File: src/hw/rtl/ddodo_pkg.sv
// Shared types, widths and constants of the differential-drive odometry block.
// Holds the arctangent table used by the rotation unit.
// Depends on nothing; every other file of the block imports it.
`default_nettype none

package ddodo_pkg;

   localparam int FRAC_BITS = 16;
   localparam int DEF_CORDIC_STEPS = 16;
   localparam int TAB_LEN = 24;
   localparam int TAB_IDX_W = $clog2(TAB_LEN);

   localparam logic CMD_UPDATE = 1'b0;
   localparam logic CMD_LOAD = 1'b1;

   localparam int DELTA_W = 20;
   localparam int SUMDIFF_W = DELTA_W + 1;
   localparam int POS_W = 40;
   localparam int HEAD_W = 20;
   localparam int HEAD_OUT_W = 19;
   localparam int HIBR_W = 24;
   localparam int TRIG_FRAC = 30;
   localparam int TRIG_W = 34;
   localparam int Z_W = 36;
   localparam int PROD_W = TRIG_W + SUMDIFF_W;
   localparam int HEAD_SHIFT = TRIG_FRAC - FRAC_BITS;
   localparam int POS_SHIFT = TRIG_FRAC + 1;

   localparam logic [HIBR_W-1:0] HIBR_RESET = HIBR_W'(131072);

   localparam longint PI_Q30 = 64'sd3373259426;
   localparam longint HALF_PI_Q30 = 64'sd1686629713;
   localparam longint GAIN_Q30 = 64'sd652032874;
   localparam longint PI_Q = (PI_Q30 + (64'sd1 << (HEAD_SHIFT - 1))) >>> HEAD_SHIFT;

   typedef logic signed [Z_W-1:0] angle_type;
   typedef logic signed [TRIG_W-1:0] trig_type;

   typedef struct packed {
      logic load;
      logic step;
   } cordic_ctrl_type;

   function automatic angle_type atan_entry(input logic [TAB_IDX_W-1:0] idx);
      angle_type r;
      unique case (idx)
         5'd0:  r = angle_type'(843314857);
         5'd1:  r = angle_type'(497837829);
         5'd2:  r = angle_type'(263043837);
         5'd3:  r = angle_type'(133525159);
         5'd4:  r = angle_type'(67021687);
         5'd5:  r = angle_type'(33543516);
         5'd6:  r = angle_type'(16775851);
         5'd7:  r = angle_type'(8388437);
         5'd8:  r = angle_type'(4194283);
         5'd9:  r = angle_type'(2097149);
         5'd10: r = angle_type'(1048576);
         5'd11: r = angle_type'(524288);
         5'd12: r = angle_type'(262144);
         5'd13: r = angle_type'(131072);
         5'd14: r = angle_type'(65536);
         5'd15: r = angle_type'(32768);
         5'd16: r = angle_type'(16384);
         5'd17: r = angle_type'(8192);
         5'd18: r = angle_type'(4096);
         5'd19: r = angle_type'(2048);
         5'd20: r = angle_type'(1024);
         5'd21: r = angle_type'(512);
         5'd22: r = angle_type'(256);
         5'd23: r = angle_type'(128);
         default: r = '0;
      endcase
      return r;
   endfunction

endpackage

`default_nettype wire

File: src/hw/rtl/ddodo_cordic.sv
// Iterative CORDIC rotation unit: one micro-rotation per step, giving
// the cosine and sine of the heading in Q30. Depends on ddodo_pkg.
`default_nettype none

module ddodo_cordic #(
   parameter int STEPS = ddodo_pkg::DEF_CORDIC_STEPS
) (
   input  logic                                    clock,
   input  logic                                    reset,
   input  ddodo_pkg::cordic_ctrl_type              ctrl,
   input  logic signed [ddodo_pkg::HEAD_W-1:0]     angle_in,
   output ddodo_pkg::trig_type                     cos_out,
   output ddodo_pkg::trig_type                     sin_out,
   output logic                                    last_out
);
   import ddodo_pkg::*;

   localparam int STEPS_EFF = (STEPS > TAB_LEN) ? TAB_LEN : STEPS;
   localparam int ITER_W = (STEPS_EFF > 1) ? $clog2(STEPS_EFF) : 1;
   localparam angle_type HALF_PI_Z = angle_type'(HALF_PI_Q30);
   localparam angle_type PI_Z = angle_type'(PI_Q30);

   logic [ITER_W-1:0] iter_ff, iter_in;
   trig_type x_ff, x_in, y_ff, y_in;
   angle_type z_ff, z_in;
   logic flip_ff, flip_in;

   angle_type z0, at;
   trig_type dx, dy;

   assign z0 = angle_type'(angle_in) <<< HEAD_SHIFT;
   assign dx = y_ff >>> iter_ff;
   assign dy = x_ff >>> iter_ff;
   assign at = atan_entry(TAB_IDX_W'(iter_ff));

   always_comb begin
      iter_in = iter_ff;
      x_in = x_ff;
      y_in = y_ff;
      z_in = z_ff;
      flip_in = flip_ff;
      if (ctrl.load) begin
         iter_in = '0;
         x_in = trig_type'(GAIN_Q30);
         y_in = '0;
         if (z0 > HALF_PI_Z) begin
            z_in = z0 - PI_Z;
            flip_in = 1'b1;
         end else if (z0 < -HALF_PI_Z) begin
            z_in = z0 + PI_Z;
            flip_in = 1'b1;
         end else begin
            z_in = z0;
            flip_in = 1'b0;
         end
      end else if (ctrl.step) begin
         iter_in = iter_ff + 1'b1;
         if (z_ff >= 0) begin
            x_in = x_ff - dx;
            y_in = y_ff + dy;
            z_in = z_ff - at;
         end else begin
            x_in = x_ff + dx;
            y_in = y_ff - dy;
            z_in = z_ff + at;
         end
      end
   end

   always_ff @(posedge clock) begin
      if (reset) begin
         iter_ff <= '0;
      end else begin
         iter_ff <= iter_in;
      end
      x_ff <= x_in;
      y_ff <= y_in;
      z_ff <= z_in;
      flip_ff <= flip_in;
   end

   assign last_out = (iter_ff == ITER_W'(STEPS_EFF - 1));
   assign cos_out = flip_ff ? -x_ff : x_ff;
   assign sin_out = flip_ff ? -y_ff : y_ff;

endmodule

`default_nettype wire

File: src/hw/rtl/ddodo_mul.sv
// Shared signed multiplier with a registered product, used for the turn
// scaling and both position increments. Depends on ddodo_pkg.
`default_nettype none

module ddodo_mul (
   input  logic                                    clock,
   input  ddodo_pkg::trig_type                     a_in,
   input  logic signed [ddodo_pkg::SUMDIFF_W-1:0]  b_in,
   output logic signed [ddodo_pkg::PROD_W-1:0]     prod_out
);
   import ddodo_pkg::*;

   logic signed [PROD_W-1:0] prod_ff, prod_in;

   assign prod_in = PROD_W'(a_in * b_in);

   always_ff @(posedge clock) begin
      prod_ff <= prod_in;
   end

   assign prod_out = prod_ff;

endmodule

`default_nettype wire

File: src/hw/rtl/diff_drive_odometry_core.sv
// Top level of the differential-drive odometry block: sequencer, pose state,
// output register and configuration register. Depends on ddodo_pkg,
// ddodo_cordic and ddodo_mul.
//
// Usage: each req beat is either a pose load or an update with left and right
// wheel increments. Every beat gives exactly one rsp beat carrying the pose,
// the accumulated forward travel and a saturation flag.
// An update beat runs CORDIC_STEPS rotation steps (at most 24) of the CORDIC unit,
// then two products on the shared multiplier and the accumulation; its rsp
// beat is then loaded into the output register and req_ready rises again as it is
// loaded, so a new req beat is taken only once the last one is done. A load beat
// skips rotation and products. Most of an update's time goes to the rotation loop.
// req_ready is high only while the sequencer is idle; a finished rsp beat waits
// in the output register, so a new req beat is taken while it is stalled.
// If the receiver still holds off when the next result is done, the sequencer
// waits and accepts nothing until the output register frees.
// Synchronous reset clears the pose and travel to zero, restores the turn
// scale register to 0.5 / 0.25 m and leaves no rsp beat pending.
// csr_wr_en writes the turn scale at once; write it only while idle.
`default_nettype none

module diff_drive_odometry_core #(
   parameter int CORDIC_STEPS = ddodo_pkg::DEF_CORDIC_STEPS
) (
   input  logic                                     clock,
   input  logic                                     reset,
   input  logic                                     req_valid,
   output logic                                     req_ready,
   input  logic                                     req_command,
   input  logic signed [ddodo_pkg::DELTA_W-1:0]     req_left_delta,
   input  logic signed [ddodo_pkg::DELTA_W-1:0]     req_right_delta,
   input  logic signed [ddodo_pkg::POS_W-1:0]       req_load_x,
   input  logic signed [ddodo_pkg::POS_W-1:0]       req_load_y,
   input  logic signed [ddodo_pkg::HEAD_OUT_W-1:0]  req_load_heading,
   output logic                                     rsp_valid,
   input  logic                                     rsp_ready,
   output logic signed [ddodo_pkg::POS_W-1:0]       rsp_pos_x_out,
   output logic signed [ddodo_pkg::POS_W-1:0]       rsp_pos_y_out,
   output logic signed [ddodo_pkg::HEAD_OUT_W-1:0]  rsp_heading_out,
   output logic signed [ddodo_pkg::POS_W-1:0]       rsp_forward_travel_out,
   output logic                                     rsp_saturated,
   input  logic                                     csr_wr_en,
   input  logic [ddodo_pkg::HIBR_W-1:0]             csr_wr_data
);
   import ddodo_pkg::*;

   localparam logic [2:0] ST_IDLE = 3'd0;
   localparam logic [2:0] ST_ROT  = 3'd1;
   localparam logic [2:0] ST_MULC = 3'd2;
   localparam logic [2:0] ST_MULS = 3'd3;
   localparam logic [2:0] ST_ACC  = 3'd4;
   localparam logic [2:0] ST_DONE = 3'd5;

   localparam logic signed [HEAD_W:0] HEAD_PI = (HEAD_W + 1)'(PI_Q);
   localparam logic signed [HEAD_W:0] HEAD_TWO_PI = (HEAD_W + 1)'(2 * PI_Q);
   localparam logic signed [HEAD_W-1:0] DTH_PI = HEAD_W'(PI_Q);
   localparam logic signed [PROD_W:0] PROD_PI = (PROD_W + 1)'(PI_Q);
   localparam logic signed [PROD_W:0] RND_TURN = (PROD_W + 1)'(64'sd1 << (FRAC_BITS - 1));
   localparam logic signed [PROD_W:0] RND_POS = (PROD_W + 1)'(64'sd1 << (POS_SHIFT - 1));

   function automatic logic signed [HEAD_W-1:0] wrap_angle(input logic signed [HEAD_W:0] a);
      logic signed [HEAD_W:0] r;
      r = a;
      if (a >= HEAD_PI) begin
         r = a - HEAD_TWO_PI;
      end else if (a < -HEAD_PI) begin
         r = a + HEAD_TWO_PI;
      end
      return r[HEAD_W-1:0];
   endfunction

   // Returns the saturation flag above the clipped sum.
   function automatic logic [POS_W:0] sat_add(input logic signed [POS_W-1:0] a,
                                              input logic signed [POS_W:0] b);
      logic signed [POS_W:0] s;
      logic [POS_W:0] r;
      s = (POS_W + 1)'(a) + b;
      if (s[POS_W] != s[POS_W-1]) begin
         r = {1'b1, s[POS_W], {(POS_W - 1){~s[POS_W]}}};
      end else begin
         r = {1'b0, s[POS_W-1:0]};
      end
      return r;
   endfunction

   logic [2:0] state_ff, state_in;
   logic [HIBR_W-1:0] hibr_ff, hibr_in;
   logic signed [POS_W-1:0] pos_x_ff, pos_x_in, pos_y_ff, pos_y_in;
   logic signed [POS_W-1:0] travel_ff, travel_in;
   logic signed [HEAD_W-1:0] heading_ff, heading_in;
   logic signed [HEAD_W-1:0] dth_ff, dth_in;
   logic signed [SUMDIFF_W-1:0] sum_ff, sum_in, diff_ff, diff_in;
   logic sat_ff, sat_in;
   logic rsp_valid_ff, rsp_valid_in;
   logic signed [POS_W-1:0] out_x_ff, out_x_in, out_y_ff, out_y_in, out_tr_ff, out_tr_in;
   logic signed [HEAD_OUT_W-1:0] out_hd_ff, out_hd_in;
   logic out_sat_ff, out_sat_in;

   logic accept;
   cordic_ctrl_type cordic_ctrl;
   trig_type cos_val, sin_val, mul_a;
   logic cordic_last;
   logic signed [SUMDIFF_W-1:0] mul_b;
   logic signed [PROD_W-1:0] prod;
   logic signed [PROD_W:0] turn_full, pos_full;
   logic signed [POS_W:0] pos_inc;
   logic signed [SUMDIFF_W:0] travel_full;
   logic [POS_W:0] sum_x, sum_y, sum_tr;

   assign req_ready = (state_ff == ST_IDLE);
   assign accept = req_valid && req_ready;

   assign cordic_ctrl.load = accept && (req_command == CMD_UPDATE);
   assign cordic_ctrl.step = (state_ff == ST_ROT);

   ddodo_cordic #(
      .STEPS(CORDIC_STEPS)
   ) u_cordic (
      .clock(clock),
      .reset(reset),
      .ctrl(cordic_ctrl),
      .angle_in(heading_ff),
      .cos_out(cos_val),
      .sin_out(sin_val),
      .last_out(cordic_last)
   );

   always_comb begin
      unique case (state_ff)
         ST_MULC: begin
            mul_a = cos_val;
            mul_b = diff_ff;
         end
         ST_MULS: begin
            mul_a = sin_val;
            mul_b = diff_ff;
         end
         default: begin
            mul_a = trig_type'(hibr_ff);
            mul_b = sum_ff;
         end
      endcase
   end

   ddodo_mul u_mul (
      .clock(clock),
      .a_in(mul_a),
      .b_in(mul_b),
      .prod_out(prod)
   );

   assign turn_full = ((PROD_W + 1)'(prod) + RND_TURN) >>> FRAC_BITS;
   assign pos_full = ((PROD_W + 1)'(prod) + RND_POS) >>> POS_SHIFT;
   assign pos_inc = (POS_W + 1)'(pos_full);
   assign travel_full = ((SUMDIFF_W + 1)'(diff_ff) + (SUMDIFF_W + 1)'(1)) >>> 1;
   assign sum_x = sat_add(pos_x_ff, pos_inc);
   assign sum_y = sat_add(pos_y_ff, pos_inc);
   assign sum_tr = sat_add(travel_ff, (POS_W + 1)'(travel_full));

   always_comb begin
      state_in = state_ff;
      hibr_in = csr_wr_en ? csr_wr_data : hibr_ff;
      pos_x_in = pos_x_ff;
      pos_y_in = pos_y_ff;
      travel_in = travel_ff;
      heading_in = heading_ff;
      dth_in = dth_ff;
      sum_in = sum_ff;
      diff_in = diff_ff;
      sat_in = sat_ff;
      rsp_valid_in = rsp_valid_ff && !rsp_ready;
      out_x_in = out_x_ff;
      out_y_in = out_y_ff;
      out_tr_in = out_tr_ff;
      out_hd_in = out_hd_ff;
      out_sat_in = out_sat_ff;
      unique case (state_ff)
         ST_IDLE: begin
            if (accept) begin
               sum_in = SUMDIFF_W'(req_left_delta) + SUMDIFF_W'(req_right_delta);
               diff_in = SUMDIFF_W'(req_right_delta) - SUMDIFF_W'(req_left_delta);
               sat_in = 1'b0;
               if (req_command == CMD_LOAD) begin
                  pos_x_in = req_load_x;
                  pos_y_in = req_load_y;
                  heading_in = wrap_angle((HEAD_W + 1)'(req_load_heading));
                  state_in = ST_DONE;
               end else begin
                  state_in = ST_ROT;
               end
            end
         end
         ST_ROT: begin
            if (turn_full > PROD_PI) begin
               dth_in = DTH_PI;
            end else if (turn_full < -PROD_PI) begin
               dth_in = -DTH_PI;
            end else begin
               dth_in = turn_full[HEAD_W-1:0];
            end
            if (cordic_last) begin
               state_in = ST_MULC;
            end
         end
         ST_MULC: begin
            state_in = ST_MULS;
         end
         ST_MULS: begin
            pos_x_in = sum_x[POS_W-1:0];
            sat_in = sat_ff | sum_x[POS_W];
            state_in = ST_ACC;
         end
         ST_ACC: begin
            pos_y_in = sum_y[POS_W-1:0];
            travel_in = sum_tr[POS_W-1:0];
            sat_in = sat_ff | sum_y[POS_W] | sum_tr[POS_W];
            heading_in = wrap_angle((HEAD_W + 1)'(heading_ff) + (HEAD_W + 1)'(dth_ff));
            state_in = ST_DONE;
         end
         ST_DONE: begin
            if (!rsp_valid_ff || rsp_ready) begin
               out_x_in = pos_x_ff;
               out_y_in = pos_y_ff;
               out_tr_in = travel_ff;
               out_hd_in = heading_ff[HEAD_OUT_W-1:0];
               out_sat_in = sat_ff;
               rsp_valid_in = 1'b1;
               state_in = ST_IDLE;
            end
         end
         default: begin
            state_in = ST_IDLE;
         end
      endcase
   end

   always_ff @(posedge clock) begin
      if (reset) begin
         state_ff <= ST_IDLE;
         hibr_ff <= HIBR_RESET;
         pos_x_ff <= '0;
         pos_y_ff <= '0;
         travel_ff <= '0;
         heading_ff <= '0;
         sat_ff <= 1'b0;
         rsp_valid_ff <= 1'b0;
      end else begin
         state_ff <= state_in;
         hibr_ff <= hibr_in;
         pos_x_ff <= pos_x_in;
         pos_y_ff <= pos_y_in;
         travel_ff <= travel_in;
         heading_ff <= heading_in;
         sat_ff <= sat_in;
         rsp_valid_ff <= rsp_valid_in;
      end
      dth_ff <= dth_in;
      sum_ff <= sum_in;
      diff_ff <= diff_in;
      out_x_ff <= out_x_in;
      out_y_ff <= out_y_in;
      out_tr_ff <= out_tr_in;
      out_hd_ff <= out_hd_in;
      out_sat_ff <= out_sat_in;
   end

   assign rsp_valid = rsp_valid_ff;
   assign rsp_pos_x_out = out_x_ff;
   assign rsp_pos_y_out = out_y_ff;
   assign rsp_heading_out = out_hd_ff;
   assign rsp_forward_travel_out = out_tr_ff;
   assign rsp_saturated = out_sat_ff;

`ifndef ASSERT_OFF
   a_heading_range: assert property (@(posedge clock) disable iff (reset)
      ((HEAD_W + 1)'(heading_ff) >= -HEAD_PI) && ((HEAD_W + 1)'(heading_ff) < HEAD_PI))
      else $error("heading left the wrapped range");

   a_turn_clamped: assert property (@(posedge clock) disable iff (reset)
      (state_ff == ST_MULC) |-> ((dth_ff <= DTH_PI) && (dth_ff >= -DTH_PI)))
      else $error("turn increment beyond pi");

   a_done_holds: assert property (@(posedge clock) disable iff (reset)
      (state_ff == ST_DONE) && rsp_valid_ff && !rsp_ready |=> (state_ff == ST_DONE))
      else $error("result finished over a stalled beat");

   a_load_clears_sat: assert property (@(posedge clock) disable iff (reset)
      accept && (req_command == CMD_LOAD) |=> !sat_ff && (state_ff == ST_DONE))
      else $error("load beat did not clear saturation");
`endif

endmodule

`default_nettype wire

File: config.mk
export PLATFORM = sky130hd
export DESIGN_NAME = diff_drive_odometry_core
export DESIGN_NICKNAME = d
export VERILOG_FILES = /design/src/hw/rtl/ddodo_pkg.sv /design/src/hw/rtl/ddodo_cordic.sv /design/src/hw/rtl/ddodo_mul.sv /design/src/hw/rtl/diff_drive_odometry_core.sv
export SDC_FILE = /design/constraint.sdc
export NUM_CORES = 2
export LEC_CHECK = 0
export BUFFER_PORTS_ARGS = -buffer_cell sky130_fd_sc_hd__buf_4
export CAP_MARGIN = 15
export CORE_MARGIN = 3
export CORE_UTILIZATION = 59
export CTS_BUF_LIST = sky130_fd_sc_hd__clkbuf_8
export CTS_CLUSTER_DIAMETER = 200
export DETAILED_ROUTE_END_ITERATION = 10
export PLACE_DENSITY = 0.87
export SLEW_MARGIN = 5
export SYNTH_ARGS = -nofsm -noshare
export SYNTH_HDL_FRONTEND = slang
export SYNTH_HIERARCHICAL = 1
export SYNTH_SLANG_ARGS = --single-unit
File: constraint.sdc
create_clock -name clock -period 9.6 [get_ports clock]
set_clock_uncertainty 0.2 [all_clocks]
set_input_delay 0.96 -clock clock [delete_from_list [all_inputs] [get_ports clock]]
set_output_delay 0.96 -clock clock [all_outputs]
set_load 0.05 [all_outputs]
==> qor.yml <==
status:
  status: "complete, but fails checks"
  failed_checks: "setup timing"
floorplan:
  io-pin-count: 311
  die_x_um: 351
  coreArea_um2: 117000
  dieHeight_um: 351
  die_area_um2: 123000
  start_util: 0.599
  placementRows: 125
timing:
  fin_crit_sh: 1.01
  setup_viol: 9
  tightest_slew_ns: 1.20
  fin_ws_ns: -0.142
  fmax_mhz: 103
  finalCriticalPeriod_ns: 9.74
  slew_headroom: 0.194
  rsz0062_at_grt: "yes"
  slew_viol_final: 0
  hold_viol: 0
detailed_routing:
  wl_per_cell_um: 21.7
  vias: 62109
  drt_iter0_markers: 6241
  via_per_inst: 6.21
  drt.antenna.violating_nets: 0
  drcViolationCount: 0
  wl_um: 217000
  firstDrtPassIters: 8
hold_path:
  holdPathStages: 2
  min_path_type: "in -> reg"
  worst_hold_path.endpoint: "hibr_ff[17]"
  worstHoldStart: "csr_wr_data[17]"
layout:
  area_growth_pct: 10.8
  postLayoutCellArea_um2: 77600
  drive_gt1_frac: 0.127
  final_nets: 9711
  utilization: 0.664
clock_network:
  root_buffer: "clkbuf_8"
  htree_levels: 3
  clkLatencyLatePin_ns: 0.80
  cts.sinks: 547
  cts.clk_slew.worst_paths_ns: 0.06
  cts_tree: "built"
  numCtsBuffers: 97
  clock_path_buffers: 3
  cts_hold_buffers: 0
logic_synthesis:
  yosys_warnings: 6
  syn_nets: 9464
  syn_area_um2: 70100
  synth.avg_cell_area_um2: 8.61
  synthCells: 8134
setup_path:
  critPathLaunchType: "flop"
  reg2reg_from: "u_cordic/x_ff[8]"
  cp_max_fo: 6
  end_kind: "flop"
  crit_required_ns: 10.08
  worstSetupPathType: "reg -> reg"
  r2r_cells: 36
  crit_top_cell: "fa_1"
  r2r-end: "u_mul/prod_out[53]"
  critPathSlowestCell: "fa_1"
  crit_buf_inv: 8
  path_delay_family: "adder cells"
  r2r_setup_slack_ns: -0.14
  cpPeakStageDelay_ns: 0.54
  critical_path_arrival_ns: 10.22
flow_run:
  max_cap_viol_count: 0
global_route:
  grt_pass1_wl_um: 338000
  antenna_found_initial: 14
  globalRouteOverflowTotal: 0
  grt_pass1_vias: 61744
  grt_usage: 0.346
  grt_max_degree: 85
placement:
  port_buffers: 310
  dpl.hpwl_um: 170000
  gp_congestion: 1.00
  place_area_um2: 74700
-- timing repair --
| item | CTS | global route |
|---|---|---|
| gates resized for setup | 45 | 91 |
| buffers inserted | 2 | 13 |
| cloned | 0 | 1 |
| pin swaps | 29 | 52 |
| setup endpoints to repair | 13 | 29 |
-- worst max path at each step --
stage / cells after the start / slack [ns] / from / end
floorplan: 35 / 0.02 / u_cordic/x_ff[6] / u_mul/prod_out[47]
global placement: 38 / -0.11 / u_cordic/x_ff[6] / u_mul/prod_out[50]
detailed placement: 36 / -0.29 / u_cordic/x_ff[6] / u_mul/prod_out[53]
CTS: 34 / -0.03 / u_cordic/x_ff[6] / u_mul/prod_out[53]
global route: 36 / -0.46 / u_cordic/x_ff[8] / u_mul/prod_out[51]
finish: 36 / -0.14 / u_cordic/x_ff[8] / u_mul/prod_out[53]
-- stage by stage --
stage / setup TNS [ns] / hold WS [ns] / setup WS (ns) / instances
6_report: -0.767 / 0.190 / -0.142 / 10004
3_3_place_gp: -0.495 / 0.252 / -0.110 / 9789
5_1_grt: -5.58 / 0.190 / -0.464 / 10000
2_1_floorplan: 0 / 0.232 / 0.0184 / 8134
3_5_place_dp: -2.58 / 0.254 / -0.285 / 9789
4_1_cts: -0.0278 / 0.148 / -0.0278 / 9975
-- worst register-to-register path: cells and delay by family (launching register included) --
kind	cells	cell delay (ns)
fa+ha+maj	8	3.83
compound gates	5	1.02
simple gates	13	3.19
mux	1	0.13
xor+xnor	1	0.19
buf+inv	8	0.72
flops	1	0.32
-- metal layers --
layer  wire length, um  track usage  vias to the layer above
met3             22700       0.0746                      693
met5                17            0                        -
met1             85700        0.453                    29981
met4             11300        0.169                        2
met2             97000        0.547                     3453
li1                  -            -                    27980
-- registers in the layout, indices dropped and copies added, names as in the netlist, 19 cells and up --
name and cells:
diff_ff 20, dth_ff 20, heading_ff 20, hibr_ff 24
pos_x_ff 40, pos_y_ff 40, rsp_forward_travel_out 40, rsp_heading_out 19
rsp_pos_x_out 40, rsp_pos_y_out 40, sum_ff 21, travel_ff 40
u_cordic/at 28, u_cordic/x_ff 34, u_cordic/y_ff 34, u_cordic/z_ff 36
u_mul/prod_out 40
-- layout make-up --
type / count / area [um^2]
Antenna cell: 14 / 35.0
Clock buffer: 106 / 1460
Clock inverter: 78 / 672
Fill cell: 9134 / 39300
Inverter: 958 / 3600
Multi-Input combinational cell: 6170 / 51900
Sequential cell: 547 / 13300
Tap cell: 1524 / 1910
Timing Repair Buffer: 607 / 4710
-- placed cells by master (no fill, tap or decap), types with 162 or more instances in the layout --
| cell | instances |
|---|---|
| nand2_1 | 931 |
| ha_1 | 430 |
| dfxtp_1 | 302 |
| edfxtp_1 | 238 |
| xor2_1 | 192 |
| a21oi_1 | 419 |
| nor2_1 | 472 |
| mux2i_1 | 165 |
| inv_1 | 971 |
| buf_4 | 586 |
| a21o_1 | 162 |
| xnor2_1 | 360 |
| and2_1 | 319 |
| fa_1 | 703 |
| o21ai_0 | 368 |
Power is left out: the tool's default activity adds up to more than one toggle a clock period on the data nets, which glitch-free logic cannot reach.
